--- config.mk ---
export PLATFORM = sky130hd
export DESIGN_NAME = line_column_cutter
export DESIGN_NICKNAME = d
export VERILOG_FILES = /design/src/hw/rtl/lcc_pkg.sv /design/src/hw/rtl/lcc_field_ram.sv /design/src/hw/rtl/line_column_cutter.sv
export VERILOG_INCLUDE_DIRS = /design/src /design/src/hw/rtl
export SDC_FILE = /design/constraint.sdc
export NUM_CORES = 2
export LEC_CHECK = 0
export ABC_AREA = 1
export BUFFER_PORTS_ARGS = -buffer_cell sky130_fd_sc_hd__buf_2
export CORE_MARGIN = 2
export CORE_UTILIZATION = 40
export CTS_BUF_LIST = sky130_fd_sc_hd__clkbuf_8
export CTS_CLUSTER_SIZE = 40
export DETAILED_ROUTE_END_ITERATION = 8
export PLACE_DENSITY_LB_ADDON = 0.25
export SLEW_MARGIN = 40
export SYNTH_ARGS = -nofsm -noshare
export SYNTH_HDL_FRONTEND = slang
export SYNTH_SLANG_ARGS = --single-unit
export TNS_END_PERCENT = 10
--- constraint.sdc ---
create_clock -name clock -period 4.6 [get_ports clock]
set_input_delay 1.15 -clock clock [delete_from_list [all_inputs] [get_ports clock]]
set_output_delay 1.15 -clock clock [all_outputs]
set_load 0.01 [all_outputs]
--- src/hw/rtl/line_column_cutter_macros.svh ---
// Assertion macros for the line column cutter.
`ifndef LINE_COLUMN_CUTTER_MACROS_SVH
`define LINE_COLUMN_CUTTER_MACROS_SVH
`ifndef SYNTHESIS
`define LCC_ASSERT_IMP(label, clk, rst, lhs, rhs) \
   label: assert property (@(posedge clk) disable iff (rst) (lhs) |-> (rhs)) \
      else $error("assertion failed");
`define LCC_ASSERT_NEXT(label, clk, rst, lhs, rhs) \
   label: assert property (@(posedge clk) disable iff (rst) (lhs) |=> (rhs)) \
      else $error("assertion failed");
`else
`define LCC_ASSERT_IMP(label, clk, rst, lhs, rhs)
`define LCC_ASSERT_NEXT(label, clk, rst, lhs, rhs)
`endif
`endif

--- src/hw/rtl/lcc_pkg.sv ---
`timescale 1ns / 1ps
// ---------------------------------------------------------------------------
// Line column cutter package
// Shared types and constants.
// ---------------------------------------------------------------------------
package lcc_pkg;
   localparam int NUM_RANGES_DEFAULT = 4;
   localparam int POSITION_BITS_DEFAULT = 16;
   localparam int FIELD_BUFFER_DEPTH_DEFAULT = 62;
   localparam logic [7:0] NEWLINE = 8'd10;
   localparam logic [7:0] DELIM_RESET = 8'd9;

   localparam logic [2:0] CSR_UNIT = 3'd0;
   localparam logic [2:0] CSR_DELIM = 3'd1;
   localparam logic [2:0] CSR_SUPPRESS = 3'd2;
   localparam logic [2:0] CSR_RANGE0 = 3'd3;

   localparam logic [1:0] UNIT_BYTES = 2'd0;
   localparam logic [1:0] UNIT_CHARS = 2'd1;
   localparam logic [1:0] UNIT_FIELDS = 2'd2;

   typedef struct packed {
      logic [7:0] in_byte;
      logic end_of_input;
   } req_type;

   typedef struct packed {
      logic [7:0] out_byte;
      logic last_of_run;
      logic field_truncated;
   } rsp_type;

   typedef enum logic [2:0] {
      ST_IDLE,
      ST_TAIL,
      ST_REPLAY,
      ST_DRAIN,
      ST_CLOSE,
      ST_FLUSH
   } state_type;

   typedef struct packed {
      logic wr;
      logic [5:0] addr;
      logic [7:0] data;
      logic rd;
      logic [5:0] raddr;
   } mem_ctl_type;

   function automatic logic [2:0] seq_need(input logic [7:0] lead);
      if (lead >= 8'hC2 && lead <= 8'hDF) return 3'd2;
      if (lead >= 8'hE0 && lead <= 8'hEF) return 3'd3;
      if (lead >= 8'hF0 && lead <= 8'hF4) return 3'd4;
      return 3'd0;
   endfunction

   function automatic logic cont_ok(input logic [7:0] lead, input logic [2:0] idx,
                                    input logic [7:0] c);
      logic [7:0] lo;
      logic [7:0] hi;
      lo = 8'h80;
      hi = 8'hBF;
      if (idx == 3'd1) begin
         if (lead == 8'hE0) lo = 8'hA0;
         else if (lead == 8'hED) hi = 8'h9F;
         else if (lead == 8'hF0) lo = 8'h90;
         else if (lead == 8'hF4) hi = 8'h8F;
      end
      return (c >= lo) && (c <= hi);
   endfunction
endpackage

--- src/hw/rtl/lcc_field_ram.sv ---
`timescale 1ns / 1ps
// ---------------------------------------------------------------------------
// Line column cutter first field store
// Synchronous memory with one write port and one registered read port.
// ---------------------------------------------------------------------------
module lcc_field_ram import lcc_pkg::*; #(
   parameter int DEPTH = FIELD_BUFFER_DEPTH_DEFAULT
) (
   input logic clock,
   input mem_ctl_type ctl,
   output logic [7:0] rdata
);
   logic [7:0] mem [DEPTH];
   logic [7:0] rdata_ff;

   always_ff @(posedge clock) begin
      if (ctl.wr) mem[ctl.addr[$clog2(DEPTH)-1:0]] <= ctl.data;
      if (ctl.rd) rdata_ff <= mem[ctl.raddr[$clog2(DEPTH)-1:0]];
   end

   assign rdata = rdata_ff;
endmodule

--- src/hw/rtl/line_column_cutter.sv ---
`timescale 1ns / 1ps
// Line column cutter: in character mode a selected UTF-8 character is sent
// byte by byte once its last byte arrives; a beat that breaks a held
// sequence, or ends a line while bytes are held, replays the held bytes first.
// In field mode the first field sits in a 62-entry (by default) synchronous
// memory; the first delimiter of a line whose selected first field is not
// empty, and the end of a passed undelimited line with a non-empty first
// field, drain it one byte per cycle while the output can take them. Bytes
// sent from the idle and tail states go straight into a one-entry output
// register; replayed and drained bytes pass through a one-entry staging
// register first. The request side stalls while a beat is being worked off
// or the output register is held. Write the unit register only while idle;
// doing so clears the line state.
// ---------------------------------------------------------------------------
// Line column cutter
// Per-line selection of bytes, UTF-8 characters or delimited fields.
// ---------------------------------------------------------------------------
`include "line_column_cutter_macros.svh"
module line_column_cutter import lcc_pkg::*; #(
   parameter int NUM_RANGES = NUM_RANGES_DEFAULT,
   parameter int POSITION_BITS = POSITION_BITS_DEFAULT,
   parameter int FIELD_BUFFER_DEPTH = FIELD_BUFFER_DEPTH_DEFAULT
) (
   input logic clock,
   input logic reset,
   input logic req_valid,
   output logic req_stall,
   input req_type req_data,
   output logic rsp_valid,
   input logic rsp_stall,
   output rsp_type rsp_data,
   input logic csr_write,
   input logic [2:0] csr_index,
   input logic [31:0] csr_data
);
   localparam int NR = (NUM_RANGES < 4) ? NUM_RANGES : 4;
   localparam logic [POSITION_BITS-1:0] POS_MAX = '1;
   localparam logic [5:0] DEPTH6 = 6'(FIELD_BUFFER_DEPTH);

   logic [1:0] unit_ff;
   logic [7:0] delim_ff;
   logic supp_ff;
   logic [NR-1:0][31:0] range_ff;

   state_type state_ff, state_in;
   logic [POSITION_BITS-1:0] pos_ff, pos_in;
   logic [3:0][7:0] pend_ff, pend_in;
   logic [2:0] pcnt_ff, pcnt_in;
   logic [2:0] pidx_ff, pidx_in;
   logic [7:0] hold_ff, hold_in;
   logic hold_nl_ff, hold_nl_in;
   logic hold_end_ff, hold_end_in;
   logic [5:0] fcnt_ff, fcnt_in;
   logic [5:0] didx_ff, didx_in;
   logic dseen_ff, dseen_in;
   logic wrote_ff, wrote_in;
   logic ovf_ff, ovf_in;
   logic rv_ff, rv_in;
   rsp_type rd_ff, rd_in;
   logic stg_v_ff, stg_v_in;
   rsp_type stg_ff, stg_in;
   mem_ctl_type ctl;
   logic [7:0] ram_q;

   lcc_field_ram #(.DEPTH(FIELD_BUFFER_DEPTH)) u_ram (
      .clock(clock), .ctl(ctl), .rdata(ram_q)
   );

   function automatic logic chosen(input logic [POSITION_BITS-1:0] p,
                                   input logic [NR-1:0][31:0] r);
      logic hit;
      logic [31:0] pp;
      hit = 1'b0;
      pp = 32'(p);
      for (int k = 0; k < NR; k++) begin
         if (r[k][31:16] != 16'd0 && pp >= 32'(r[k][31:16]) &&
             (r[k][15:0] == 16'd0 || pp <= 32'(r[k][15:0]))) hit = 1'b1;
      end
      return hit;
   endfunction

   always_ff @(posedge clock) begin
      if (reset) begin
         unit_ff <= UNIT_BYTES;
         delim_ff <= DELIM_RESET;
         supp_ff <= 1'b0;
         range_ff <= '0;
      end else if (csr_write) begin
         case (csr_index)
            CSR_UNIT: unit_ff <= csr_data[1:0];
            CSR_DELIM: delim_ff <= csr_data[7:0];
            CSR_SUPPRESS: supp_ff <= csr_data[0];
            default: begin
               for (int k = 0; k < NR; k++)
                  if (csr_index == CSR_RANGE0 + 3'(k)) range_ff[k] <= csr_data;
            end
         endcase
      end
   end

   logic [7:0] b;
   logic eoi, nl, ch, ch_nx, out_free, can_go, trunc_now;
   logic [POSITION_BITS-1:0] pos_nx;

   assign b = req_data.in_byte;
   assign eoi = req_data.end_of_input;
   assign nl = !eoi && (b == NEWLINE);
   assign pos_nx = (pos_ff != POS_MAX) ? pos_ff + POSITION_BITS'(1) : pos_ff;
   assign ch = chosen(pos_ff, range_ff);
   assign ch_nx = chosen(pos_nx, range_ff);
   assign out_free = !rv_ff || !rsp_stall;
   assign can_go = !stg_v_ff || out_free;
   assign trunc_now = (unit_ff == UNIT_FIELDS) && ovf_ff;
   assign req_stall = (state_ff != ST_IDLE) || !out_free;

   logic put, dout, dlast, line_clr;
   logic [7:0] pb, db;

   always_comb begin
      state_in = state_ff;
      pos_in = pos_ff;
      pend_in = pend_ff;
      pcnt_in = pcnt_ff;
      pidx_in = pidx_ff;
      hold_in = hold_ff;
      hold_nl_in = hold_nl_ff;
      hold_end_in = hold_end_ff;
      fcnt_in = fcnt_ff;
      didx_in = didx_ff;
      dseen_in = dseen_ff;
      wrote_in = wrote_ff;
      ovf_in = ovf_ff;
      rv_in = rv_ff && rsp_stall;
      rd_in = rd_ff;
      stg_v_in = stg_v_ff;
      stg_in = stg_ff;
      ctl = '0;
      put = 1'b0;
      pb = 8'd0;
      dout = 1'b0;
      db = 8'd0;
      dlast = 1'b1;
      line_clr = 1'b0;
      case (state_ff)
         ST_IDLE: begin
            if (req_valid && !req_stall) begin
               case (unit_ff)
                  UNIT_FIELDS: begin
                     if (eoi || nl) begin
                        if (!dseen_ff && !supp_ff && fcnt_ff != 6'd0) begin
                           ctl.rd = 1'b1;
                           ctl.raddr = 6'd0;
                           didx_in = 6'd1;
                           hold_end_in = 1'b1;
                           hold_nl_in = nl;
                           state_in = ST_DRAIN;
                        end else begin
                           if (nl && (dseen_ff || !supp_ff)) begin
                              dout = 1'b1; db = NEWLINE;
                           end
                           line_clr = 1'b1;
                        end
                     end else if (b == delim_ff) begin
                        dseen_in = 1'b1;
                        if (!dseen_ff && ch && fcnt_ff != 6'd0) begin
                           wrote_in = 1'b1;
                           ctl.rd = 1'b1;
                           ctl.raddr = 6'd0;
                           didx_in = 6'd1;
                           hold_end_in = 1'b0;
                           state_in = ST_DRAIN;
                        end else begin
                           pos_in = pos_nx;
                           wrote_in = wrote_ff || (!dseen_ff && ch);
                           if (ch_nx) begin
                              if (wrote_in) begin
                                 dout = 1'b1; db = delim_ff;
                              end
                              wrote_in = 1'b1;
                           end
                        end
                     end else if (!dseen_ff) begin
                        if (fcnt_ff < DEPTH6) begin
                           ctl.wr = 1'b1;
                           ctl.addr = fcnt_ff;
                           ctl.data = b;
                           fcnt_in = fcnt_ff + 6'd1;
                        end else begin
                           ovf_in = 1'b1;
                        end
                     end else if (ch) begin
                        dout = 1'b1; db = b;
                     end
                  end
                  UNIT_CHARS: begin
                     if (eoi || nl) begin
                        if (pcnt_ff != 3'd0) begin
                           pidx_in = 3'd0;
                           hold_end_in = 1'b1;
                           hold_nl_in = nl;
                           state_in = ST_REPLAY;
                        end else begin
                           if (nl) begin
                              dout = 1'b1; db = NEWLINE;
                           end
                           line_clr = 1'b1;
                        end
                     end else if (pcnt_ff != 3'd0 && cont_ok(pend_ff[0], pcnt_ff, b)) begin
                        pend_in[pcnt_ff[1:0]] = b;
                        pcnt_in = pcnt_ff + 3'd1;
                        if (pcnt_in >= seq_need(pend_ff[0])) begin
                           if (ch) begin
                              pidx_in = 3'd0;
                              state_in = ST_TAIL;
                           end else begin
                              pcnt_in = 3'd0;
                              pos_in = pos_nx;
                           end
                        end
                     end else if (pcnt_ff != 3'd0) begin
                        pidx_in = 3'd0;
                        hold_end_in = 1'b0;
                        hold_in = b;
                        state_in = ST_REPLAY;
                     end else if (seq_need(b) != 3'd0) begin
                        pend_in[0] = b;
                        pcnt_in = 3'd1;
                     end else begin
                        if (ch) begin
                           dout = 1'b1; db = b;
                        end
                        pos_in = pos_nx;
                     end
                  end
                  default: begin
                     if (eoi || nl) begin
                        if (nl) begin
                           dout = 1'b1; db = NEWLINE;
                        end
                        line_clr = 1'b1;
                     end else begin
                        if (ch) begin
                           dout = 1'b1; db = b;
                        end
                        pos_in = pos_nx;
                     end
                  end
               endcase
            end
         end
         ST_TAIL: begin
            if (out_free) begin
               dout = 1'b1;
               db = pend_ff[pidx_ff[1:0]];
               dlast = (pidx_ff + 3'd1 == pcnt_ff);
               pidx_in = pidx_ff + 3'd1;
               if (dlast) begin
                  pcnt_in = 3'd0;
                  pos_in = pos_nx;
                  state_in = ST_IDLE;
               end
            end
         end
         ST_REPLAY: begin
            if (can_go) begin
               if (pidx_ff < pcnt_ff) begin
                  if (ch) begin
                     put = 1'b1; pb = pend_ff[pidx_ff[1:0]];
                  end
                  pos_in = pos_nx;
                  pidx_in = pidx_ff + 3'd1;
               end else begin
                  pcnt_in = 3'd0;
                  state_in = ST_FLUSH;
                  if (hold_end_ff) begin
                     if (hold_nl_ff) begin
                        put = 1'b1; pb = NEWLINE;
                     end
                     line_clr = 1'b1;
                  end else if (seq_need(hold_ff) != 3'd0) begin
                     pend_in[0] = hold_ff;
                     pcnt_in = 3'd1;
                  end else begin
                     if (ch) begin
                        put = 1'b1; pb = hold_ff;
                     end
                     pos_in = pos_nx;
                  end
               end
            end
         end
         ST_DRAIN: begin
            if (can_go) begin
               put = 1'b1;
               pb = ram_q;
               if (didx_ff < fcnt_ff) begin
                  ctl.rd = 1'b1;
                  ctl.raddr = didx_ff;
                  didx_in = didx_ff + 6'd1;
               end else begin
                  state_in = ST_CLOSE;
               end
            end
         end
         ST_CLOSE: begin
            if (can_go) begin
               if (hold_end_ff) begin
                  if (hold_nl_ff) begin
                     put = 1'b1; pb = NEWLINE;
                  end
                  line_clr = 1'b1;
               end else begin
                  pos_in = pos_nx;
                  if (ch_nx) begin
                     put = 1'b1; pb = delim_ff;
                  end
               end
               state_in = ST_FLUSH;
            end
         end
         ST_FLUSH: begin
            if (!stg_v_ff) begin
               state_in = ST_IDLE;
            end else if (out_free) begin
               rv_in = 1'b1;
               rd_in = stg_ff;
               rd_in.last_of_run = 1'b1;
               stg_v_in = 1'b0;
               state_in = ST_IDLE;
            end
         end
         default: state_in = ST_IDLE;
      endcase
      if (dout) begin
         rv_in = 1'b1;
         rd_in.out_byte = db;
         rd_in.last_of_run = dlast;
         rd_in.field_truncated = trunc_now;
      end
      if (put) begin
         if (stg_v_ff) begin
            rv_in = 1'b1;
            rd_in = stg_ff;
         end
         stg_v_in = 1'b1;
         stg_in.out_byte = pb;
         stg_in.last_of_run = 1'b0;
         stg_in.field_truncated = trunc_now;
      end
      if (csr_write && csr_index == CSR_UNIT) begin
         line_clr = 1'b1;
         state_in = ST_IDLE;
      end
      if (line_clr) begin
         pos_in = POSITION_BITS'(1);
         pcnt_in = 3'd0;
         fcnt_in = 6'd0;
         dseen_in = 1'b0;
         wrote_in = 1'b0;
         ovf_in = 1'b0;
      end
   end

   always_ff @(posedge clock) begin
      if (reset) begin
         state_ff <= ST_IDLE;
         pos_ff <= POSITION_BITS'(1);
         pcnt_ff <= 3'd0;
         pidx_ff <= 3'd0;
         fcnt_ff <= 6'd0;
         didx_ff <= 6'd0;
         dseen_ff <= 1'b0;
         wrote_ff <= 1'b0;
         ovf_ff <= 1'b0;
         rv_ff <= 1'b0;
         stg_v_ff <= 1'b0;
      end else begin
         state_ff <= state_in;
         pos_ff <= pos_in;
         pcnt_ff <= pcnt_in;
         pidx_ff <= pidx_in;
         fcnt_ff <= fcnt_in;
         didx_ff <= didx_in;
         dseen_ff <= dseen_in;
         wrote_ff <= wrote_in;
         ovf_ff <= ovf_in;
         rv_ff <= rv_in;
         stg_v_ff <= stg_v_in;
      end
   end

   always_ff @(posedge clock) begin
      pend_ff <= pend_in;
      hold_ff <= hold_in;
      hold_nl_ff <= hold_nl_in;
      hold_end_ff <= hold_end_in;
      rd_ff <= rd_in;
      stg_ff <= stg_in;
   end

   assign rsp_valid = rv_ff;
   assign rsp_data = rd_ff;

   `LCC_ASSERT_IMP(a_stall_busy, clock, reset, state_ff != ST_IDLE, req_stall)
   `LCC_ASSERT_NEXT(a_hold_valid, clock, reset, rv_ff && rsp_stall, rv_ff)
   `LCC_ASSERT_NEXT(a_hold_data, clock, reset, rv_ff && rsp_stall, $stable(rd_ff))
   `LCC_ASSERT_IMP(a_idle_stage, clock, reset, state_ff == ST_IDLE, !stg_v_ff)
   `LCC_ASSERT_IMP(a_fcnt, clock, reset, 1'b1, fcnt_ff <= DEPTH6)
endmodule
==> flow_metrics.env <==
export IMPL_status="finished, final reports clean"
export IMPL_antenna_found_initial=2
export IMPL_final_common_cell="edfxtp_1"
export IMPL_synth_edf_count=555
export IMPL_final_cells=5463
export IMPL_start_util=0.4037
export IMPL_combPwrFrac=0.228
export IMPL_finalWirelength_um=109100
export IMPL_ir_drop_mv=0.2642
export IMPL_start_kind="register"
export IMPL_place_congestion=0.9307
export IMPL_setup_viol=0
export IMPL_seq_power_share=0.436
export IMPL_grt_pass1_vias=27960
export IMPL_clkPwrFrac=0.336
export IMPL_p_switching_mw=5.499
export IMPL_cp_slowest_cell="dfxtp_1"
export IMPL_insertion_delay_ps=830
export IMPL_drt_initial_drc_count=2469
export IMPL_synth_area_mm2=0.03774
export IMPL_slew_headroom=0.4643
export IMPL_ys_warn_count=0
export IMPL_required_ps=5300
export IMPL_grt_max_degree=95
export IMPL_pre_cts_slack_ps=-102.6
export IMPL_slew_violations=0
export IMPL_worst_hold_slack_ps=485.9
export IMPL_htreeDepth=4
export IMPL_fp_dieH_um=311.2
export IMPL_layout_drive_gt1_share=0.1246
export IMPL_port_buffers=60
export IMPL_worst_slew_pin_slew_ps=795.1
export IMPL_max_cap_viol_count=0
export IMPL_clk_pin_slew_ps=60
export IMPL_cts_sinks=746
export IMPL_via_per_inst=5.395
export IMPL_leakagePower_nw=17.41
export IMPL_grt_util_all_layers=0.2223
export IMPL_max_stage_delay_ps=330
export IMPL_dr_pass1_iters=6
export IMPL_design_area_mm2=0.04341
export IMPL_critPathMaxFanout=10
export IMPL_syn_avg_cell_area_um2=9.761
export IMPL_hold_viol=0
export IMPL_vias=29470
export IMPL_swShare=0.3204
export IMPL_grt_pass1_wl_um=167100
export IMPL_critPathCaptureType="register"
export IMPL_mostFrequentLayoutCells="555 x edfxtp_1, 446 x nand2_1, 408 x nor2_1, 386 x o21ai_0, 375 x inv_1"
export IMPL_cts_tree="yes"
export IMPL_core_area_mm2=0.09347
export IMPL_cts_root_buffer_cell="clkbuf_8"
export IMPL_die_area_mm2=0.09682
export IMPL_nets=4438
export IMPL_ys_flop_type="edfxtp_1"
export IMPL_io_pins=61
export IMPL_cts_hold_buf=0
export IMPL_chipWidth_um=311.2
export IMPL_setup_ws_ps=322.3
export IMPL_async_reset_ff_frac=0
export IMPL_synth_cell_types=56
export IMPL_cp_data_arrival_time_ps=4980
export IMPL_dp_cells=5220
export IMPL_min_path_type="register to register"
export IMPL_drc=0
export IMPL_gr_total_overflow=0
export IMPL_yosysSeqAreaShare=0.5430
export IMPL_critPathKind="register to register"
export IMPL_clk_path_buf_depth=3
export IMPL_crit_top_cell="nand2_1"
export IMPL_fin_skew_ps=51.68
export IMPL_wire_per_inst_um=19.98
export IMPL_area_delta_synth_final_pct=15.03
export IMPL_drtAntennaViolNets=0
export IMPL_p_per_area_mw_per_mm2=395.4
export IMPL_synth_seq_cells=746
export IMPL_p_int_mw=11.66
export IMPL_fmax_mhz=233.8
export IMPL_rows=112
export IMPL_cts_made_buffers=131
export IMPL_fillers=8820
export IMPL_placed_area_mm2=0.04069
export IMPL_syn_nets=4197
export IMPL_detailed_place_hpwl_um=74960
export IMPL_syn_inst=3866
export IMPL_fin_crit_sh=0.9299
export IMPL_min_period_ps=4278
## cells by family after synthesis
logic type	after synthesis	synth area share
AOI/OAI and AO/OA	958	0.1438
xor gates and xnor gates	17	0.003945
adders and majority gates	282	0.09350
buffers and inverters	511	0.05365
DFF	746	0.5430
muxes	38	0.01011
and+or+nand+nor	1314	0.1521
## critical path: cells and delay by family (launching register included)
| kind | cells | cell delay, ps |
|---|---|---|
| AND/OR/NAND/NOR | 24 | 2560 |
| buffers and inverters | 9 | 800 |
| flip-flops | 1 | 330 |
| adder cells (fa/ha/maj) | 1 | 330 |
| AO/OA/AOI/OAI | 1 | 140 |
## area by class of cell
cell class / count / area (µm²) / area share
sequential: 746 / 20490 / 0.4720
multi-input combinational: 2609 / 15500 / 0.3570
timing repair buffer: 266 / 2071 / 0.04770
clock buffer: 141 / 1941 / 0.04471
tap: 1254 / 1569 / 0.03614
inverter: 353 / 1331 / 0.03067
clock inverter: 92 / 505.5 / 0.01164
antenna: 2 / 5.005 / 0.0001153
## synthesized netlist by cell type, types with 3 or more instances
master,instances,area (µm²)
inv_2,13,48.80
or2_1,45,281.5
dfxtp_1,191,3824
ha_1,282,3528
o21ai_0,389,1947
o2111ai_1,3,26.28
a21oi_1,310,1551
clkbuf_1,97,364.1
o221ai_1,114,998.5
o32ai_1,8,70.07
edfxtp_1,555,16670
nand3_1,234,1171
clkbuf_2,5,25.02
a31oi_1,7,43.79
nand2_1,452,1697
nor2_1,430,1614
o211ai_1,12,90.09
or2_2,5,31.28
nand3b_1,4,30.03
o22ai_1,7,43.79
o21bai_1,8,60.06
xnor2_1,4,35.03
mux2i_1,37,370.4
xor2_1,13,113.9
buf_2,47,235.2
nor2_2,4,25.02
nand4_1,42,262.8
nor2_4,5,56.30
a21o_1,6,45.04
inv_1,334,1254
or2_0,17,106.4
o21a_1,8,60.06
a32o_1,3,30.03
clkinv_1,6,22.52
o21ai_1,69,345.3
buf_6,3,33.78
nor4_1,21,131.4
buf_4,5,37.54
nor3b_1,4,30.03
nor3_1,40,200.2
a211oi_1,7,52.55
## registers in the layout (all words and copies together) (netlist names), 6 cells and up
signal,count
delim_ff,8
didx_ff,6
fcnt_ff,6
hold_ff,8
pend_ff,32
pos_ff,16
range_ff,128
rsp_data,10
stg_ff,9
u_ram.mem,496
u_ram.rdata,8
## metal layers
metal	GRT usage	wire length, µm	vias to the layer above
met1	0.3087	49440	14070
li1	-	-	14310
met4	0.07718	3339	0
met5	0	0	-
met2	0.3531	50020	894
met3	0.03506	6317	205
## stage by stage
| step | utilization | setup TNS [ps] | power [mW] |
|---|---|---|---|
| 2_1_floorplan | - | 0 | 10.04 |
| 3_3_place_gp | 0.4353 | -46.65 | 11.32 |
| 3_5_place_dp | 0.4353 | -1515 | 11.37 |
| 4_1_cts | 0.4616 | 0 | 17.19 |
| 5_1_grt | 0.4644 | -87.79 | 18.11 |
| 6_report | 0.4644 | 0 | 17.16 |
## repair_timing
item / in CTS / in global routing
buffers inserted: 0 / 8
pin swaps: 0 / 16
gates resized for setup: 4 / 48
endpoints found under the setup margin: 20 / 29
## power by group through the flow
stage / Clock [mW] / Sequential (mW) / Combinational (mW)
finish: 5.77 / 7.48 / 3.92
CTS: 5.93 / 7.48 / 3.78
detailed placement: 0 / 7.62 / 3.75
global route: 6.21 / 7.49 / 4.40
global placement: 0 / 7.62 / 3.70
floorplan: 0 / 7.63 / 2.42
## path summary, 6_finish.rpt
kind                                 start  cells past startpoint  slack, ps          end
worst min-delay path            unit_ff[1]                      2        490   unit_ff[1]
worst min register to register  unit_ff[1]                      2        490   unit_ff[1]
worst max register to register   pos_ff[0]                     35        320  rsp_data[9]
worst max-delay path             pos_ff[0]                     35        320  rsp_data[9]
Note: power is estimated with default switching activity, not from simulation.
